## config.mk

```make
export PLATFORM = sky130hd
export DESIGN_NAME = awbr_ctrl
export DESIGN_NICKNAME = d
export VERILOG_FILES = /design/src/rtl/awbr_pkg.sv /design/src/rtl/awbr_ctrl.sv
export SDC_FILE = /design/constraint.sdc
export NUM_CORES = 1
export LEC_CHECK = 0
export BUFFER_PORTS_ARGS = -buffer_cell sky130_fd_sc_hd__buf_2
export CAP_MARGIN = 10
export CORE_ASPECT_RATIO = 1.2
export CORE_MARGIN = 3
export CORE_UTILIZATION = 51
export DETAILED_ROUTE_END_ITERATION = 7
export PLACE_DENSITY_LB_ADDON = 0.3
export SLEW_MARGIN = 20
export SYNTH_ARGS = -nofsm -noshare
export SYNTH_HDL_FRONTEND = slang
export SYNTH_SLANG_ARGS = --single-unit
export TNS_END_PERCENT = 5
```

## constraint.sdc

```tcl
create_clock -name i_clk -period 2.05 [get_ports i_clk]
set_input_delay 0.1025 -clock i_clk [delete_from_list [all_inputs] [get_ports i_clk]]
set_output_delay 0.1025 -clock i_clk [all_outputs]
set_load 0.01 [all_outputs]
```

## src/rtl/awbr_pkg.sv

```systemverilog
// Shared types and constants for the area-weighted box resampler.
// Used by the controller, the datapath and the top level; depends on nothing.
`timescale 1ns / 1ps
`default_nettype none

package awbr_pkg;

    localparam int MAX_WIDTH  = 512;
    localparam int MAX_HEIGHT = 256;
    localparam int MAX_SPAN   = 8;
    localparam int FRAC_BITS  = 8;

    // Field widths fixed by the interface.
    localparam int EDGE_W = 19;
    localparam int SW_W   = 10;
    localparam int SH_W   = 9;
    localparam int PX_W   = 9;
    localparam int PY_W   = 8;
    localparam int CH_W   = 8;
    localparam int PIX_W  = 3 * CH_W;
    localparam int STAT_W = 2;

    localparam int COL_W  = $clog2(MAX_WIDTH);
    localparam int ROW_W  = $clog2(MAX_HEIGHT);
    localparam int DEPTH  = MAX_WIDTH * MAX_HEIGHT;
    localparam int ADDR_W = $clog2(DEPTH);

    // Pixel index after truncation, signed.
    localparam int IDX_W  = EDGE_W + 1 - FRAC_BITS;
    localparam int CNT_W  = $clog2(MAX_SPAN);
    // Axis weight, product weight, weighted channel, and the two sums.
    localparam int AW_W   = FRAC_BITS + 3;
    localparam int WT_W   = 2 * AW_W;
    localparam int PR_W   = WT_W + CH_W + 1;
    localparam int TOT_W  = WT_W + 2 * CNT_W;
    localparam int SUM_W  = PR_W + 2 * CNT_W;
    // Quotient bits of a byte, plus one saturation step.
    localparam int K_W    = $clog2(CH_W + 1);

    localparam logic [STAT_W-1:0] STAT_OK   = 2'd0;
    localparam logic [STAT_W-1:0] STAT_SPAN = 2'd1;
    localparam logic [STAT_W-1:0] STAT_ZERO = 2'd2;

    localparam logic CMD_WRITE = 1'b0;
    localparam logic CMD_QUERY = 1'b1;

    localparam logic CFG_WIDTH  = 1'b0;
    localparam logic CFG_HEIGHT = 1'b1;

    typedef struct packed {
        logic             wr;
        logic             load;
        logic             setup;
        logic             step;
        logic [CNT_W-1:0] ix;
        logic [CNT_W-1:0] iy;
        logic             div_init;
        logic             div_step;
        logic [K_W-1:0]   div_k;
        logic             finish;
    } t_cmd;

    typedef struct packed {
        logic             span_bad;
        logic             empty;
        logic             pipe_busy;
        logic             out_free;
        logic [CNT_W-1:0] nx_m1;
        logic [CNT_W-1:0] ny_m1;
    } t_stat;

endpackage

`default_nettype wire

```

## src/rtl/awbr_ctrl.sv

```systemverilog
// Sequencer of the resampler: handshake, span walk and divider steps.
// Depends on awbr_pkg; drives the datapath by command words only.
`timescale 1ns / 1ps
`default_nettype none

module awbr_ctrl (
    input  wire                  i_clk,
    input  wire                  i_rst_n,
    input  wire                  i_in_valid,
    input  wire                  i_command,
    output logic                 o_in_ready,
    input  awbr_pkg::t_stat      i_stat,
    output awbr_pkg::t_cmd       o_cmd
);

    import awbr_pkg::*;

    localparam logic [2:0] S_IDLE   = 3'd0;
    localparam logic [2:0] S_SETUP  = 3'd1;
    localparam logic [2:0] S_CHECK  = 3'd2;
    localparam logic [2:0] S_WALK   = 3'd3;
    localparam logic [2:0] S_DRAIN  = 3'd4;
    localparam logic [2:0] S_DINIT  = 3'd5;
    localparam logic [2:0] S_DIV    = 3'd6;
    localparam logic [2:0] S_FINISH = 3'd7;

    logic [2:0]       r_state, n_state;
    logic [CNT_W-1:0] r_ix, n_ix, r_iy, n_iy;
    logic [K_W-1:0]   r_k, n_k;

    always_ff @(posedge i_clk) begin
        if (!i_rst_n) begin
            r_state <= S_IDLE;
            r_ix    <= '0;
            r_iy    <= '0;
            r_k     <= '0;
        end else begin
            r_state <= n_state;
            r_ix    <= n_ix;
            r_iy    <= n_iy;
            r_k     <= n_k;
        end
    end

    assign o_in_ready = (r_state == S_IDLE);

    always_comb begin
        n_state = r_state;
        n_ix    = r_ix;
        n_iy    = r_iy;
        n_k     = r_k;
        o_cmd   = '0;
        o_cmd.ix    = r_ix;
        o_cmd.iy    = r_iy;
        o_cmd.div_k = r_k;
        case (r_state)
            S_IDLE: begin
                if (i_in_valid) begin
                    if (i_command == CMD_QUERY) begin
                        o_cmd.load = 1'b1;
                        n_state    = S_SETUP;
                    end else begin
                        o_cmd.wr = 1'b1;
                    end
                end
            end
            S_SETUP: begin
                o_cmd.setup = 1'b1;
                n_state     = S_CHECK;
            end
            S_CHECK: begin
                n_ix = '0;
                n_iy = '0;
                if (i_stat.span_bad || i_stat.empty) begin
                    n_state = S_FINISH;
                end else begin
                    n_state = S_WALK;
                end
            end
            S_WALK: begin
                o_cmd.step = 1'b1;
                if (r_ix == i_stat.nx_m1) begin
                    n_ix = '0;
                    if (r_iy == i_stat.ny_m1) begin
                        n_state = S_DRAIN;
                    end else begin
                        n_iy = r_iy + 1'b1;
                    end
                end else begin
                    n_ix = r_ix + 1'b1;
                end
            end
            S_DRAIN: begin
                if (!i_stat.pipe_busy) begin
                    n_state = S_DINIT;
                end
            end
            S_DINIT: begin
                o_cmd.div_init = 1'b1;
                n_k            = K_W'(CH_W);
                n_state        = S_DIV;
            end
            S_DIV: begin
                o_cmd.div_step = 1'b1;
                if (r_k == '0) begin
                    n_state = S_FINISH;
                end else begin
                    n_k = r_k - 1'b1;
                end
            end
            S_FINISH: begin
                if (i_stat.out_free) begin
                    o_cmd.finish = 1'b1;
                    n_state      = S_IDLE;
                end
            end
            default: begin
                n_state = S_IDLE;
            end
        endcase
    end

endmodule

`default_nettype wire

```

==> results of run 1 <==
-- sequential cells by signal, indices dropped and copies added (netlist names) --
| name | flops |
|---|---|
| r_k | 4 |
| r_ix | 3 |
| r_iy | 3 |
| r_state | 3 |
-- placed cells by master, fill, tap and decap left out, types with 3 or more instances in the layout --
master	n
inv_1	7
nor2_1	8
dfxtp_1	13
ha_1	4
clkbuf_4	3
a21oi_1	6
xnor2_1	8
nand2_1	6
buf_2	31
nor3_1	7
-- metrics by stage --
step / hold slack, ns / std cells / power [W] / setup WS, ns / cell area [µm²]
after global routing: 0.111 / 149 / 0.000638 / 0.403 / 1030
after CTS: 0.113 / 149 / 0.000605 / 0.517 / 1030
after floorplan: 0.220 / 101 / 0.000408 / 0.700 / 858
after global placement: 0.394 / 145 / 0.000441 / 0.623 / 1000
final: 0.113 / 149 / 0.000600 / 0.518 / 1030
after detailed placement: 0.405 / 145 / 0.000445 / 0.574 / 1000
-- cells in the mapped netlist, drive strengths merged (2+ instances only) --
cell,instances
dfxtp,13
nor2,8
xnor2,8
a21oi,7
inv,7
nor3,7
nand2,6
buf,4
ha,4
nand3,3
nand3b,3
o21ai,3
or2,3
a31oi,2
and3,2
clkinv,2
nand4,2
nand4b,2
nor3b,2
o311ai,2
or3,2
-- worst register-to-register path: cells and delay by family (launching register included) --
family	cells	cell delay [ns]
simple gates	3	0.76
flops	1	0.53
compound gates	1	0.15
-- worst max path at each step --
stage | from | end | slack (ns) | depth (start not counted)
after global placement | r_state[1] | r_ix[0] | 0.62 | 4
after detailed placement | r_state[1] | r_ix[0] | 0.57 | 4
final | r_state[1] | o_cmd[13] | 0.52 | 4
after CTS | r_state[1] | o_cmd[13] | 0.52 | 4
after floorplan | r_k[0] | r_k[0] | 0.70 | 6
after global routing | r_state[1] | o_cmd[13] | 0.40 | 4
-- logic make-up (layout without fill, tap and decap cells) --
group,count (synthesis),after routing,share of synthesized area
compound gates,21,21,0.168
simple gates,41,41,0.292
mux,1,1,0.0117
buf+inv,13,44,0.0860
flops,13,13,0.303
xor+xnor,8,8,0.0816
fa+ha+maj,4,4,0.0583
-- report_power, final --
part | leakage, nW | internal, W | switching, W
sequential | 0.105 | 0.000265 | 0.0000298
combinational | 0.374 | 0.0000694 | 0.0000751
clock | 0.0150 | 0.0000753 | 0.0000855
total | 0.494 | 0.000410 | 0.000190
-- per-layer routing --
metal | vias up | global-route usage | wire length, µm
li1 | 422 | - | -
met3 | 4 | 0.0317 | 88
met1 | 367 | 0.221 | 881
met2 | 23 | 0.296 | 815
met4 | 0 | 0.0452 | 19
met5 | - | 0 | 0
-- layout make-up --
class	count	area share
inverter	9	0.0378
tap	17	0.0207
sequential	13	0.254
clock buffer	4	0.0256
multi-input combinational	75	0.511
timing repair buffer	31	0.151
==> metrics.txt, run 1 <==
status finished clean; Vias a little over 800; RSZ-0062 raised after global routing false; setup TNS 0 ns; Seq cells post-synth 13; Yosys warning count 0; most used flip-flop cell after synthesis dfxtp_1; Ports 32; worst reg2reg path startpoint r_state[1]; sequential cell area fraction in the yosys report 0.303; largest net degree at the start of global routing 12; Async S/R FF share, synth 0; Worst Skew between 0.003 and 0.004 ns; CTS tree done; Max Cap Viol 0; Fill cells 143; minimum clock period after layout 1.53 ns; hold depth 2; post-detailed-route count of antenna-violating nets 0; Final Net Count 151; Max Root-Sink Buffers 2; Crit path required time between 1.5 and 2 ns; Hold Path Sink r_k[0]; number of global-route vias before repair around 740; worst vdd rail ir drop 0.000413 V; area taken by multi-input logic gates roughly 520 µm²; Starting Density 0.572; startpoint types flip-flop; ant diodes 0; Unique masters post-synth 40; I/O Buffers 31; Sequential cell area between 200 and 300 µm²; syn avg cell area 8.50 µm²; Reg clk slew, reported paths 0.08 ns; Final HPWL DP approximately 1.4 mm; Overflow after GRT 0; post-CTS sizing 0; Bufs and invs on worst path 2; fin crit share 0.747; row cnt 15; Vias/cell around 5.5; Post-CTS Setup Bufs 0; count of final setup violators 0; reg2reg setup slack 0.54 ns; core footprint 1500 µm²; RePlAce Congestion 0.803; layout cells sized above 1 0.318; Hold Startpoint i_rst_n; critical path class reg -> out; worst r2r path cells 4; Hold Crit Class in -> reg; Post-Synthesis Cells 101; Layout Utilization 0.683; DRT iter0 DRCs 6; DRC viols 0; top cell type's share of synthesized area 0.303; critical path's slowest cell dfxtp_1; H-Tree Level Count 1; Worst-Margin Slew 0.443 ns; CP peak stage delay about 0.53 ns; Yosys top cell by area dfxtp_1; worst-path cell chain nand2_1 -> or2_4 -> clkinv_4 -> buf_2; Post-synth EDFFs 0; chip height 50.9 µm; first-pass GRT wire length 3.03 mm; Synth area leaders dfxtp_1 (30%), xnor2_1 (8.2%), ha_1 (5.8%), nor3_1 (4.1%), a21oi_1 (3.5%); Die X about 43 µm; DR WL/cell 12.1 µm; R2R Path End r_ix[0]; area grow syn2layout 19.5%; Sink Count 13; crit-path max FO 10; Num CTS Buffers 3; worst rel slew slack 0.704; P per Cell Area about 600 nW/µm²; Die ar. ~2200 µm²; P_leak between 0.4 and 0.5 nW; Fin. Hold Viols 0; clock root cell clkbuf_4; first-pass detailed-route iteration total 3; fmax 0.653 GHz; Skew-Pair Late Insertion Delay 0.27 ns; initial antenna violation count 0; critical path capture point type primary output; Max Transition Viols Final 0; Synth Cell Area 858 µm²; All-Layer GR Usage 0.173; crit path DAT 1.43 ns; CTS Hold Bufs 0; crit-path leading delay family flip-flops; syn_nets between 100 and 150; Routed WL 1.81 mm
Note: power is estimated with default switching activity, not from simulation.
==> run 2, diff against run 1 <==
--- a/config.mk
+++ b/config.mk
@@ -9,7 +9,7 @@
 export CAP_MARGIN = 10
 export CORE_ASPECT_RATIO = 1.2
 export CORE_MARGIN = 3
-export CORE_UTILIZATION = 51
+export CORE_UTILIZATION = 43
 export DETAILED_ROUTE_END_ITERATION = 7
 export PLACE_DENSITY_LB_ADDON = 0.3
 export SLEW_MARGIN = 20
==> constraint.sdc (replaced) <==
create_clock -name i_clk -period 1.4 [get_ports i_clk]
set_input_delay 0.07 -clock i_clk [delete_from_list [all_inputs] [get_ports i_clk]]
set_output_delay 0.07 -clock i_clk [all_outputs]
set_load 0.01 [all_outputs]
==> run 2 against run 1 <==
Worst setup slack got worse by 0.45 ns. Largest cell class unchanged. Highest routed layer unchanged. Clock skew decreased by 0.0018 ns. Critical endpoint is now r_k[0]. Via count increased by 2.0%. Utilization decreased by 7.9 points. Flip-flop and latch count unchanged. Count of clock-buffer cells in the layout unchanged.
==> metrics.txt, run 2 (synthesis gave the netlist of run 1 again) <==
commonest non-fill, non-tap cell in the layout buf_2 (unchanged); Post-CTS Setup Bufs 0 (unchanged); DR WL/cell 12.9 µm (was 12.1 µm); I/O Buffers 31 (unchanged); Worst-Margin Slew 0.288 ns (was 0.443 ns); pre-CTS setup slack -0.0420 ns (was 0.574 ns); Fin. Hold Viols 0 (unchanged); critical path's slowest cell dfxtp_1 (unchanged); Final HPWL DP 1.56 mm (was 1.38 mm); P per Cell Area 827 nW/µm² (was 585 nW/µm²); Reg clk slew, reported paths 0.08 ns (about the same); Hold Crit Class in -> reg (unchanged); DRC viols 0 (unchanged); status finished clean (unchanged); first-pass detailed-route iteration total 4 (was 3); Max Transition Viols Final 0 (unchanged); row cnt 17 (was 15); Placed Cells 151 (was 145); Routed WL 2.01 mm (was 1.81 mm); CP peak stage delay 0.34 ns (was 0.53 ns); largest net degree at the start of global routing 10 (was 12); RePlAce Congestion 0.754 (was 0.803); CTS tree done (unchanged); critical path class reg -> reg (was reg -> out); layout cells sized above 1 0.441 (was 0.318); Sink Count 13 (unchanged); Max Cap Viol 0 (unchanged); post-detailed-route count of antenna-violating nets 0 (unchanged); number of global-route vias before repair 837 (was 738); most frequent cells in the layout buf_2 (31), dfxtp_1 (10), nor2_1 (7) (was buf_2 (31), dfxtp_1 (13), nor2_1 (8), xnor2_1 (8)); CTS Hold Bufs 0 (unchanged); area grow syn2layout 31.8% (was 19.5%); chip height 54.9 µm (was 50.9 µm); Overflow after GRT 0 (unchanged); Max Root-Sink Buffers 2 (unchanged); non-filler cells, final 155 (was 149); Fill cells 177 (was 143); Starting Density 0.459 (was 0.572); startpoint types flip-flop (unchanged); P_leak 0.543 nW (was 0.494 nW); fmax 0.748 GHz; critical path capture point type flip-flop (was primary output); hold slack 0.0752 ns (was 0.113 ns); worst rel slew slack 0.807 (was 0.704); worst vdd rail ir drop 0.000441 V (was 0.000413 V); post-route setup slack 0.0636 ns (was 0.518 ns); Skew-Pair Late Insertion Delay 0.27 ns (about the same); crit-path max FO 4 (was 10); Die ar. 2570 µm² (was 2210 µm²); minimum clock period after layout between 1 and 1.5 ns; H-Tree Level Count 1 (unchanged); Vias/cell 5.37 (was 5.48); Ports 32 (unchanged); setup TNS 0 ns (unchanged); core footprint 1870 µm² (was 1500 µm²); Final Net Count 155 (was 151); Layout Utilization 0.604 (was 0.683); RSZ-0062 raised after global routing true (was false); Die X 46.8 µm (was 43.5 µm); Crit path required time 1.57 ns (was 1.95 ns); Num CTS Buffers 3 (unchanged); fin crit share 0.955; count of final setup violators 0 (unchanged); All-Layer GR Usage 0.182 (was 0.173); clock root cell clkbuf_4 (unchanged); Vias 832 (was 816); crit path DAT 1.50 ns (was 1.43 ns); Worst Skew 0.00141 ns (was 0.00318 ns); worst-path cell chain inv_1 -> ha_1 -> nor3b_4 -> or2_1 -> nor2_1 -> o21a_1 (was nand2_1 -> or2_4 -> clkinv_4 -> buf_2); max FFs per register 4 (unchanged); first-pass GRT wire length 3.40 mm (was 3.03 mm); Reg with most FFs r_k (unchanged); DRT iter0 DRCs 12 (was 6); initial antenna violation count 0 (unchanged); ant diodes 0 (unchanged)
-- run 2: area by class of cell --
| cell class | count | area, µm² | share of cell area |
|---|---|---|---|
| Timing Repair Buffer | 35 | 185 | 0.164 |
| Sequential cell | 13 | 267 | 0.236 |
| Inverter | 9 | 38.8 | 0.0343 |
| Clock buffer | 4 | 26.3 | 0.0232 |
| Multi-Input combinational cell | 75 | 591 | 0.522 |
| Tap cell | 19 | 23.8 | 0.0210 |
-- run 2: what timing repair did --
| action | in CTS | in global routing |
|---|---|---|
| resized for setup | 5 | 12 |
| pin swaps | 0 | 3 |
| setup endpoints to repair | 8 | 12 |
| gates cloned | 0 | 0 |
-- run 2: final timing paths --
kind | from | end | slack (ns) | depth (start not counted)
min | i_rst_n | r_k[0] | 0.08 | 2
max reg2reg | r_k[1] | r_k[0] | 0.06 | 6
min reg2reg | r_iy[2] | r_iy[2] | 0.51 | 2
max | r_k[1] | r_k[0] | 0.06 | 6
-- run 2: critical path: cells and delay by family (launching register included) --
kind | cells | cell delay [ns]
simple gates | 3 | 0.49
flops | 1 | 0.34
compound gates | 1 | 0.17
fa+ha+maj | 1 | 0.15
buf+inv | 1 | 0.09
-- run 2: metrics by stage --
| stage | power [W] | area [µm²] |
|---|---|---|
| final | 0.000935 | 1130 |
| after global routing | 0.00101 | 1130 |
| after CTS | 0.000924 | 1080 |
| after detailed placement | 0.000681 | 1030 |
| after global placement | 0.000677 | 1030 |
| after floorplan | 0.000598 | 858 |
-- run 2: report_power, final --
part           switching [W]  internal [W]
Clock               0.000119      0.000110
Sequential         0.0000260      0.000390
Combinational       0.000150      0.000140
Total               0.000295      0.000640
-- run 2: per-layer routing --
metal / GRT usage / wire, µm / vias up
met5: 0 / 0 / -
met4: 0.0829 / 13 / 0
met3: 0.0388 / 83 / 2
met2: 0.326 / 1070 / 15
met1: 0.201 / 841 / 385
li1: - / - / 430
